`config.mk`:
```
export PLATFORM = sky130hd
export DESIGN_NAME = ws2812_pixel_serializer
export DESIGN_NICKNAME = d
export VERILOG_FILES = /design/src/sv/wps_pkg.sv /design/src/sv/ws2812_pixel_serializer.sv
export SDC_FILE = /design/constraint.sdc
export NUM_CORES = 1
export LEC_CHECK = 0
export ABC_AREA = 0
export BUFFER_PORTS_ARGS = -buffer_cell sky130_fd_sc_hd__buf_2
export CAP_MARGIN = 30
export CORE_MARGIN = 1.5
export CORE_UTILIZATION = 35
export DETAILED_ROUTE_END_ITERATION = 6
export SYNTH_ARGS = -nofsm -noshare
export SYNTH_HDL_FRONTEND = slang
export SYNTH_SLANG_ARGS = --single-unit
```
`constraint.sdc`:
```
create_clock -name clk -period 10 [get_ports clk]
set_clock_uncertainty 0.2 [all_clocks]
set_input_delay 0 -clock clk [delete_from_list [all_inputs] [get_ports clk]]
set_output_delay 0 -clock clk [all_outputs]
set_load 0.05 [all_outputs]
```
`src/sv/wps_pkg.sv`:
```
// Shared types, constants and helpers for the WS2812 pixel serializer.
// No dependencies; imported by ws2812_pixel_serializer.
package wps_pkg;

    // Default sizing handed to the top-level parameters
    localparam int QUEUE_DEPTH_DEF    = 4;
    localparam int BITS_PER_PIXEL_DEF = 24;

    // Fixed field and register widths
    localparam int PIXEL_W = 24;   // g, r, b bytes
    localparam int WORD_W  = 32;   // shift word, sent from its top bit
    localparam int DIV_W   = 24;   // 16.8 clock divider
    localparam int ACC_W   = 25;   // divider accumulator
    localparam int LEN_W   = 5;    // phase length registers
    localparam int PCNT_W  = 4;    // phase counter
    localparam int QOUT_W  = 3;    // queued_pixels field

    localparam logic [DIV_W-1:0] DIV_MIN   = DIV_W'(256);
    localparam logic [ACC_W:0]   TICK_STEP = (ACC_W + 1)'(256);

    // Configuration register reset values
    localparam logic [DIV_W-1:0] DIV_RST   = DIV_W'(4000);
    localparam logic [LEN_W-1:0] START_RST = LEN_W'(2);
    localparam logic [LEN_W-1:0] DATA_RST  = LEN_W'(5);
    localparam logic [LEN_W-1:0] TAIL_RST  = LEN_W'(3);

    // Configuration register indexes
    typedef enum logic [1:0] {
        CFG_CLK_DIV    = 2'd0,
        CFG_START_HIGH = 2'd1,
        CFG_DATA_PHASE = 2'd2,
        CFG_LOW_TAIL   = 2'd3
    } cfg_index_t;

    // Input word kinds
    typedef enum logic {
        OP_TICK = 1'b0,
        OP_PUSH = 1'b1
    } opcode_t;

    // Bit engine phases
    typedef enum logic [3:0] {
        PH_FETCH = 4'b0001,
        PH_TAIL  = 4'b0010,
        PH_START = 4'b0100,
        PH_DATA  = 4'b1000
    } phase_t;

    // Result word, packed to match m_axis_tdata[5:0]
    typedef struct packed {
        logic              engine_idle;
        logic [QOUT_W-1:0] queued_pixels;
        logic              push_accepted;
        logic              line_level;
    } result_t;

    // Phase length clamped to 1..16, minus one, as a counter load value
    function automatic logic [PCNT_W-1:0] len_to_count(input logic [LEN_W-1:0] len);
        logic [PCNT_W-1:0] cnt;
        if (len == '0)
            cnt = '0;
        else if (len > LEN_W'(16))
            cnt = '1;
        else
            cnt = PCNT_W'(len - LEN_W'(1));
        return cnt;
    endfunction

endpackage

```
`src/sv/ws2812_pixel_serializer.sv`:
```
// WS2812 pixel serializer: pixel FIFO in a synchronous memory, fractional
// clock divider and bit engine, registered result output with skid stage.
// Depends on wps_pkg.
//
// Usage:
//   s_axis carries one word per system tick (tuser = 0) or one pixel push
//   (tuser = 1, tdata = green, red, blue from bit 0 up). Every accepted word
//   yields exactly one result word on m_axis: line level, push accepted,
//   queued pixel count and engine idle flag.
//   cfg_* writes one of four registers (divider, start, data, tail lengths);
//   it is always ready. The user must write it only while no word is in flight;
//   the block does not enforce this. Each result is registered in the output
//   register or the skid stage. Throughput: one word per cycle while s_axis_tready
//   is high; every word is handled in a single read-modify-write pass over the
//   state registers, and the head entry of the pixel memory is read ahead into a
//   register (with write forwarding), so a fetch never waits on the memory read port.
//   Reset: the FIFO empties, the engine waits in fetch with the line low,
//   and the registers return to 4000, 2, 5, 3. No clearing pass is needed.
//   Stall: when m_axis_tready is low, one more result lands in the skid
//   stage; s_axis_tready then drops until the output drains.
module ws2812_pixel_serializer
    import wps_pkg::*;
#(
    parameter int QUEUE_DEPTH    = QUEUE_DEPTH_DEF,
    parameter int BITS_PER_PIXEL = BITS_PER_PIXEL_DEF
) (
    input  logic             clk,
    input  logic             rst_n,
    // input stream
    input  logic             s_axis_tvalid,
    output logic             s_axis_tready,
    input  logic [23:0]      s_axis_tdata,   // green[7:0], red[15:8], blue[23:16]
    input  logic             s_axis_tuser,   // opcode[0]
    // result stream
    output logic             m_axis_tvalid,
    input  logic             m_axis_tready,
    output logic [7:0]       m_axis_tdata,   // line_level[0], push_accepted[1],
                                             // queued_pixels[4:2], engine_idle[5]
    // configuration write channel
    input  logic             cfg_valid,
    output logic             cfg_ready,
    input  logic [1:0]       cfg_index,
    input  logic [DIV_W-1:0] cfg_data
);

    localparam int QC_W = $clog2(QUEUE_DEPTH + 1);
    localparam int QP_W = (QUEUE_DEPTH > 1) ? $clog2(QUEUE_DEPTH) : 1;
    localparam int BR_W = $clog2(BITS_PER_PIXEL + 1);
    localparam logic [QP_W-1:0] PTR_LAST = QP_W'(QUEUE_DEPTH - 1);
    localparam logic [QC_W-1:0] QC_FULL  = QC_W'(QUEUE_DEPTH);
    localparam logic [BR_W-1:0] BR_LOAD  = BR_W'(BITS_PER_PIXEL);

    // Configuration registers
    logic [DIV_W-1:0] div_reg;
    logic [LEN_W-1:0] start_len_reg;
    logic [LEN_W-1:0] data_len_reg;
    logic [LEN_W-1:0] tail_len_reg;

    // Pixel memory and its pointers
    logic [PIXEL_W-1:0] pixel_mem [QUEUE_DEPTH];
    logic [PIXEL_W-1:0] head_pix_reg;
    logic [QP_W-1:0]    head_reg, head_next;
    logic [QP_W-1:0]    tail_reg, tail_next;
    logic [QC_W-1:0]    count_reg, count_next;

    // Bit engine state
    logic [WORD_W-1:0]  shift_reg, shift_next;
    logic [BR_W-1:0]    bits_reg, bits_next;
    logic               cur_bit_reg, cur_bit_next;
    phase_t             phase_reg, phase_next;
    logic [PCNT_W-1:0]  pcnt_reg, pcnt_next;
    logic [ACC_W-1:0]   acc_reg, acc_next;

    // Output register and skid stage
    logic    out_valid_reg;
    result_t out_reg;
    logic    skid_valid_reg;
    result_t skid_reg;

    logic               in_acc;
    logic               is_push;
    logic               wr_en;
    logic [PIXEL_W-1:0] wr_pix;
    logic [DIV_W-1:0]   div_eff;
    logic [ACC_W:0]     acc_sum;
    logic               eng_fire;
    logic [WORD_W-1:0]  fetch_src;
    logic [BR_W-1:0]    fetch_bits;
    logic               line_lvl;
    result_t            res;

    assign in_acc    = s_axis_tvalid && s_axis_tready;
    assign is_push   = (s_axis_tuser == OP_PUSH);
    // Store the pixel as green, red, blue from the top byte down
    assign wr_pix    = {s_axis_tdata[7:0], s_axis_tdata[15:8], s_axis_tdata[23:16]};
    assign cfg_ready = 1'b1;

    // Write configuration registers
    always_ff @(posedge clk or negedge rst_n)
    begin
        if (!rst_n)
        begin
            div_reg       <= DIV_RST;
            start_len_reg <= START_RST;
            data_len_reg  <= DATA_RST;
            tail_len_reg  <= TAIL_RST;
        end
        else if (cfg_valid && cfg_ready)
        begin
            case (cfg_index)
                CFG_CLK_DIV:    div_reg       <= cfg_data;
                CFG_START_HIGH: start_len_reg <= cfg_data[LEN_W-1:0];
                CFG_DATA_PHASE: data_len_reg  <= cfg_data[LEN_W-1:0];
                CFG_LOW_TAIL:   tail_len_reg  <= cfg_data[LEN_W-1:0];
                default:        ;
            endcase
        end
    end

    // Advance the fractional divider on a tick
    assign div_eff  = (div_reg < DIV_MIN) ? DIV_MIN : div_reg;
    assign acc_sum  = {1'b0, acc_reg} + TICK_STEP;
    assign eng_fire = in_acc && !is_push && (acc_sum >= {2'b00, div_eff});

    // Source of the next bit: current shift word or a freshly fetched pixel
    always_comb
    begin
        if (bits_reg == '0)
        begin
            fetch_src  = {head_pix_reg, {(WORD_W - PIXEL_W){1'b0}}};
            fetch_bits = BR_LOAD;
        end
        else
        begin
            fetch_src  = shift_reg;
            fetch_bits = bits_reg;
        end
    end

    // Per-word state update: push into the queue or run one engine step
    always_comb
    begin
        head_next    = head_reg;
        tail_next    = tail_reg;
        count_next   = count_reg;
        shift_next   = shift_reg;
        bits_next    = bits_reg;
        cur_bit_next = cur_bit_reg;
        phase_next   = phase_reg;
        pcnt_next    = pcnt_reg;
        acc_next     = acc_reg;
        wr_en        = 1'b0;

        if (in_acc && is_push)
        begin
            if (count_reg < QC_FULL)
            begin
                wr_en      = 1'b1;
                tail_next  = (tail_reg == PTR_LAST) ? '0 : tail_reg + QP_W'(1);
                count_next = count_reg + QC_W'(1);
            end
        end
        else if (in_acc)
        begin
            acc_next = eng_fire ? ACC_W'(acc_sum - {2'b00, div_eff}) : ACC_W'(acc_sum);
        end

        if (eng_fire)
        begin
            case (phase_reg)
                PH_FETCH:
                begin
                    if (bits_reg != '0 || count_reg != '0)
                    begin
                        if (bits_reg == '0)
                        begin
                            head_next  = (head_reg == PTR_LAST) ? '0 : head_reg + QP_W'(1);
                            count_next = count_reg - QC_W'(1);
                        end
                        cur_bit_next = fetch_src[WORD_W-1];
                        shift_next   = fetch_src << 1;
                        bits_next    = fetch_bits - BR_W'(1);
                        if (len_to_count(tail_len_reg) != '0)
                        begin
                            phase_next = PH_TAIL;
                            pcnt_next  = len_to_count(tail_len_reg) - PCNT_W'(1);
                        end
                        else
                        begin
                            phase_next = PH_START;
                            pcnt_next  = len_to_count(start_len_reg);
                        end
                    end
                end
                PH_TAIL:
                begin
                    if (pcnt_reg == '0)
                    begin
                        phase_next = PH_START;
                        pcnt_next  = len_to_count(start_len_reg);
                    end
                    else
                        pcnt_next = pcnt_reg - PCNT_W'(1);
                end
                PH_START:
                begin
                    if (pcnt_reg == '0)
                    begin
                        phase_next = PH_DATA;
                        pcnt_next  = len_to_count(data_len_reg);
                    end
                    else
                        pcnt_next = pcnt_reg - PCNT_W'(1);
                end
                PH_DATA:
                begin
                    if (pcnt_reg == '0)
                    begin
                        phase_next = PH_FETCH;
                        pcnt_next  = '0;
                    end
                    else
                        pcnt_next = pcnt_reg - PCNT_W'(1);
                end
                default:
                begin
                    phase_next = PH_FETCH;
                    pcnt_next  = '0;
                end
            endcase
        end
    end

    // Build the result word from the updated state
    always_comb
    begin
        case (phase_next)
            PH_START: line_lvl = 1'b1;
            PH_DATA:  line_lvl = cur_bit_next;
            default:  line_lvl = 1'b0;
        endcase
        res.line_level    = line_lvl;
        res.push_accepted = wr_en;
        res.queued_pixels = QOUT_W'(count_next);
        res.engine_idle   = (phase_next == PH_FETCH) && (bits_next == '0) &&
                            (count_next == '0);
    end

    // Write the pixel memory; read the next head entry, forwarding a same-entry write
    always_ff @(posedge clk)
    begin
        if (wr_en)
            pixel_mem[tail_reg] <= wr_pix;
        if (wr_en && (tail_reg == head_next))
            head_pix_reg <= wr_pix;
        else
            head_pix_reg <= pixel_mem[head_next];
    end

    // Hold queue pointers and engine state
    always_ff @(posedge clk or negedge rst_n)
    begin
        if (!rst_n)
        begin
            head_reg    <= '0;
            tail_reg    <= '0;
            count_reg   <= '0;
            shift_reg   <= '0;
            bits_reg    <= '0;
            cur_bit_reg <= 1'b0;
            phase_reg   <= PH_FETCH;
            pcnt_reg    <= '0;
            acc_reg     <= '0;
        end
        else
        begin
            head_reg    <= head_next;
            tail_reg    <= tail_next;
            count_reg   <= count_next;
            shift_reg   <= shift_next;
            bits_reg    <= bits_next;
            cur_bit_reg <= cur_bit_next;
            phase_reg   <= phase_next;
            pcnt_reg    <= pcnt_next;
            acc_reg     <= acc_next;
        end
    end

    // Output register with one skid word behind it
    assign s_axis_tready = !skid_valid_reg;
    assign m_axis_tvalid = out_valid_reg;
    assign m_axis_tdata  = {2'b00, out_reg};

    always_ff @(posedge clk or negedge rst_n)
    begin
        if (!rst_n)
        begin
            out_valid_reg  <= 1'b0;
            skid_valid_reg <= 1'b0;
        end
        else if (out_valid_reg && !m_axis_tready)
        begin
            if (in_acc)
                skid_valid_reg <= 1'b1;
        end
        else if (skid_valid_reg)
        begin
            out_valid_reg  <= 1'b1;
            skid_valid_reg <= in_acc;
        end
        else
        begin
            out_valid_reg <= in_acc;
        end
    end

    always_ff @(posedge clk)
    begin
        if (out_valid_reg && !m_axis_tready)
        begin
            if (in_acc)
                skid_reg <= res;
        end
        else if (skid_valid_reg)
        begin
            out_reg  <= skid_reg;
            skid_reg <= res;
        end
        else if (in_acc)
        begin
            out_reg <= res;
        end
    end

`ifndef SYNTHESIS
    // Queue never holds more pixels than the memory has entries
    assert property (@(posedge clk) disable iff (!rst_n) count_reg <= QC_FULL)
        else $error("pixel queue count overflow");

    // An empty queue has its pointers together
    assert property (@(posedge clk) disable iff (!rst_n)
        (count_reg == '0) |-> (head_reg == tail_reg))
        else $error("empty queue with split pointers");

    // Skid stage only fills behind a held output word
    assert property (@(posedge clk) disable iff (!rst_n)
        skid_valid_reg |-> out_valid_reg)
        else $error("skid word without output word");

    // A push into a non-full queue grows it by one
    assert property (@(posedge clk) disable iff (!rst_n)
        (in_acc && is_push && (count_reg < QC_FULL)) |=>
            (count_reg == $past(count_reg) + QC_W'(1)))
        else $error("accepted push did not grow the queue");
`endif

endmodule
```
==> results_dict.tcl <==
set metrics [dict create \
    p_seq_share_pct 36.6 \
    pwr-share-comb_pct 39.1 \
    ys_async_sr_fraction_pct 50.0 \
    tns_ns 0 \
    grt_overflow_total 0 \
    ys_seq_area_share_pct 54.3 \
    internal_power_uw 2290 \
    dieArea_um2 32900 \
    hold_violations 0 \
    worstMarginPinSlew_ns 0.929 \
    drc 0 \
    core_um2 31500 \
    cts_tree "yes" \
    gp_routability_congestion 0.837 \
    setup_viol 0 \
    rsz0062_at_grt "false" \
    p_sw_share_pct 37.0 \
    fp-row-count 65 \
    p_leak_uw 0.00547 \
    synth-edff-count 108 \
    ys.flop_type "edfxtp_1" \
    dr_wl_met2_um 11900 \
    ant_nets 0 \
    critPathKind "reg2reg" \
    wl_um 24900 \
    period_needed_ns 5.21 \
    grt_util_all_layers_pct 15.2 \
    fin_crit_sh_pct 52.1 \
    relSlewSlack_pct 37.9 \
    ir_drop_mv 0.165 \
    syn_area_um2 11200 \
    cts-root-buf "clkbuf_16" \
    diodes 0 \
    grt_pass1_wl_um 40900 \
    max_freq_mhz 192 \
    met3_length_um 1130 \
    powerDensity_nw_per_um2 263 \
    fin_nets 1233 \
    arrival_ns 5.36 \
    dieHeight_um 182 \
    worstPathRequired_ns 10.15 \
    dp_cells 1396 \
    crit_path_start_kind "register" \
    ios 67 \
    cts.sinks 220 \
    viasPerCell 5.02 \
    multi_input_comb_area_um2 4740 \
    drive_above_1_share_pct 18.0 \
    layout.area.seq_um2 6050 \
    grt_max_degree 54 \
    syn_inst 963 \
    yosys_warnings 0 \
    hold_class "in2reg" \
    cts_max_path_buffers 3 \
    die_x_um 182 \
    m1WireLength_um 11400 \
    first_iter_violations 459 \
    power_frac_clock_pct 24.3 \
    top_layer_used "met4" \
    start_util_pct 35.4 \
    layout.cells.non_filler 1555 \
    clk_latency_ns 0.54 \
    via_count 7810 \
    place_hpwl_um 16100 \
    p_switching_uw 1350 \
    cp_max_fo 16 \
    first_pass_iters 5 \
    cts_setup_buffers 0 \
    cts_buffers 25 \
    syn_area_per_cell_um2 11.6 \
    synth_cell_types 69 \
    slew_viol_final 0 \
    antenna_found_initial 0 \
    port_buffers 63 \
    drv_cap 0 \
    ys_ff_latch 220 \
    cts_max_level 1 \
    cp-end-kind "register" \
    largest_register_ffs 96 \
    area_delta_synth_final_pct 24.3 \
    num-fill-cells 2884 \
    status "complete, no violations" \
    routedWlPerCell_um 16.0 \
    grt_pass1_vias 7924 \
    path_clk_slew_ns 0.06 \
]
Yosys cell counts, types with 15 or more instances:
library cell,n,area (um^2)
mux2i_1,24,240
nor2_1,46,173
nor3_1,15,75.1
clkbuf_1,31,116
dfrtp_1,98,2450
inv_1,49,184
mux4_2,24,541
xor2_1,19,166
xnor2_1,24,210
mux2_2,33,372
nand2_1,113,424
a21o_1,15,113
o21ai_0,90,450
a21oi_1,36,180
edfxtp_1,108,3240
ha_1,42,526
through the flow:
| stage | power [uW] | utilization [%] | cell area (um^2) | setup slack (ns) | hold WS, ns |
|---|---|---|---|---|---|
| 2_1_floorplan | 2390 | - | 11200 | 5.67 | -0.496 |
| 3_3_place_gp | 2690 | 37.8 | 11900 | 4.99 | -0.213 |
| 3_5_place_dp | 2710 | 37.8 | 11900 | 4.86 | -0.211 |
| 4_1_cts | 3670 | 44.0 | 13900 | 4.82 | 0.000716 |
| 5_1_grt | 3900 | 44.0 | 13900 | 4.30 | 0.0241 |
| 6_report | 3640 | 44.0 | 13900 | 4.79 | 0.0248 |
timing repair:
action / 4_1_cts / 5_1_grt
hold buffers: 113 / 0
hold endpoints to repair: 228 / 0
resized for setup: 0 / 0
cell type report:
| cell class | instances | share of cell area [%] |
|---|---|---|
| Clock inverter | 14 | 0.695 |
| Inverter | 49 | 1.33 |
| Multi-Input combinational cell | 650 | 34.2 |
| Tap cell | 402 | 3.63 |
| Timing Repair Buffer | 188 | 11.3 |
| Clock buffer | 32 | 5.14 |
| Sequential cell | 220 | 43.7 |
power groups by stage:
stage,clock [uW],combinational (uW),sequential [uW]
finish,886,1420,1330
global placement,0,1350,1340
detailed placement,0,1360,1350
CTS,913,1420,1330
global route,946,1590,1360
floorplan,0,1110,1280
worst paths after layout:
path | startpoint | endpoint | slack [ns] | cells after the start
max in group asynchronous | rst_n | phase_reg[0]$_DFF_PN1_ | 8.48 | 5
worst max register to register | acc_reg[9]$_DFFE_PN0P_ | m_axis_tdata[5]$_DFFE_PP_ | 4.79 | 16
min in group asynchronous | rst_n | div_reg[5]$_DFFE_PN1P_ | 0.37 | 3
worst min-delay path | s_axis_tdata[17] | pixel_mem[3][1]$_DFFE_PP_ | 0.02 | 2
worst max-delay path | acc_reg[9]$_DFFE_PN0P_ | m_axis_tdata[5]$_DFFE_PP_ | 4.79 | 16
worst min register to register | shift_reg[10]$_DFFE_PN0P_ | shift_reg[10]$_DFFE_PN0P_ | 0.28 | 2
placed cells by master (no fill, tap or decap), drive strengths merged, types with 24 or more instances in the layout:
cell type	count
clkbuf	32
a21oi	36
dlygate4sd3	112
edfxtp	108
mux2i	24
mux2	33
nor2	46
buf	76
inv	51
ha	42
nand2	113
o21ai	90
xnor2	24
mux4	24
dfrtp	98
routing by layer:
| layer | vias up | track usage, % |
|---|---|---|
| met5 | - | 0 |
| met4 | 0 | 3.53 |
| met1 | 3742 | 20.3 |
| li1 | 3872 | - |
| met2 | 161 | 25.9 |
| met3 | 35 | 2.53 |
kinds of logic (layout without fill, tap and decap cells):
logic type	count (synthesis)	count (layout)	share of synthesized area, %
buf+inv	94	283	3.41
fa+ha+maj	46	46	5.16
other cells	2	3	0.0673
xor+xnor	43	43	3.38
simple gates	262	262	11.2
flops	220	220	54.3
compound gates	215	215	12.2
mux	81	81	10.3
critical path, cell delays in order (launching register included):
cell and delay, ns:
dfrtp_1 0.42, ha_1 0.27, nand3_1 0.13, or2_2 0.35, nor2_1 0.26, nand4_1 0.16
xnor2_1 0.22, ha_1 0.30, o21ai_0 0.22, o21bai_1 0.12, a21o_1 0.18, a21o_1 0.27
nor3_2 0.77, nor2_1 0.28, o41ai_1 0.33, nand4_1 0.20, o41ai_2 0.35
Note: power is estimated with default switching activity, not from simulation.
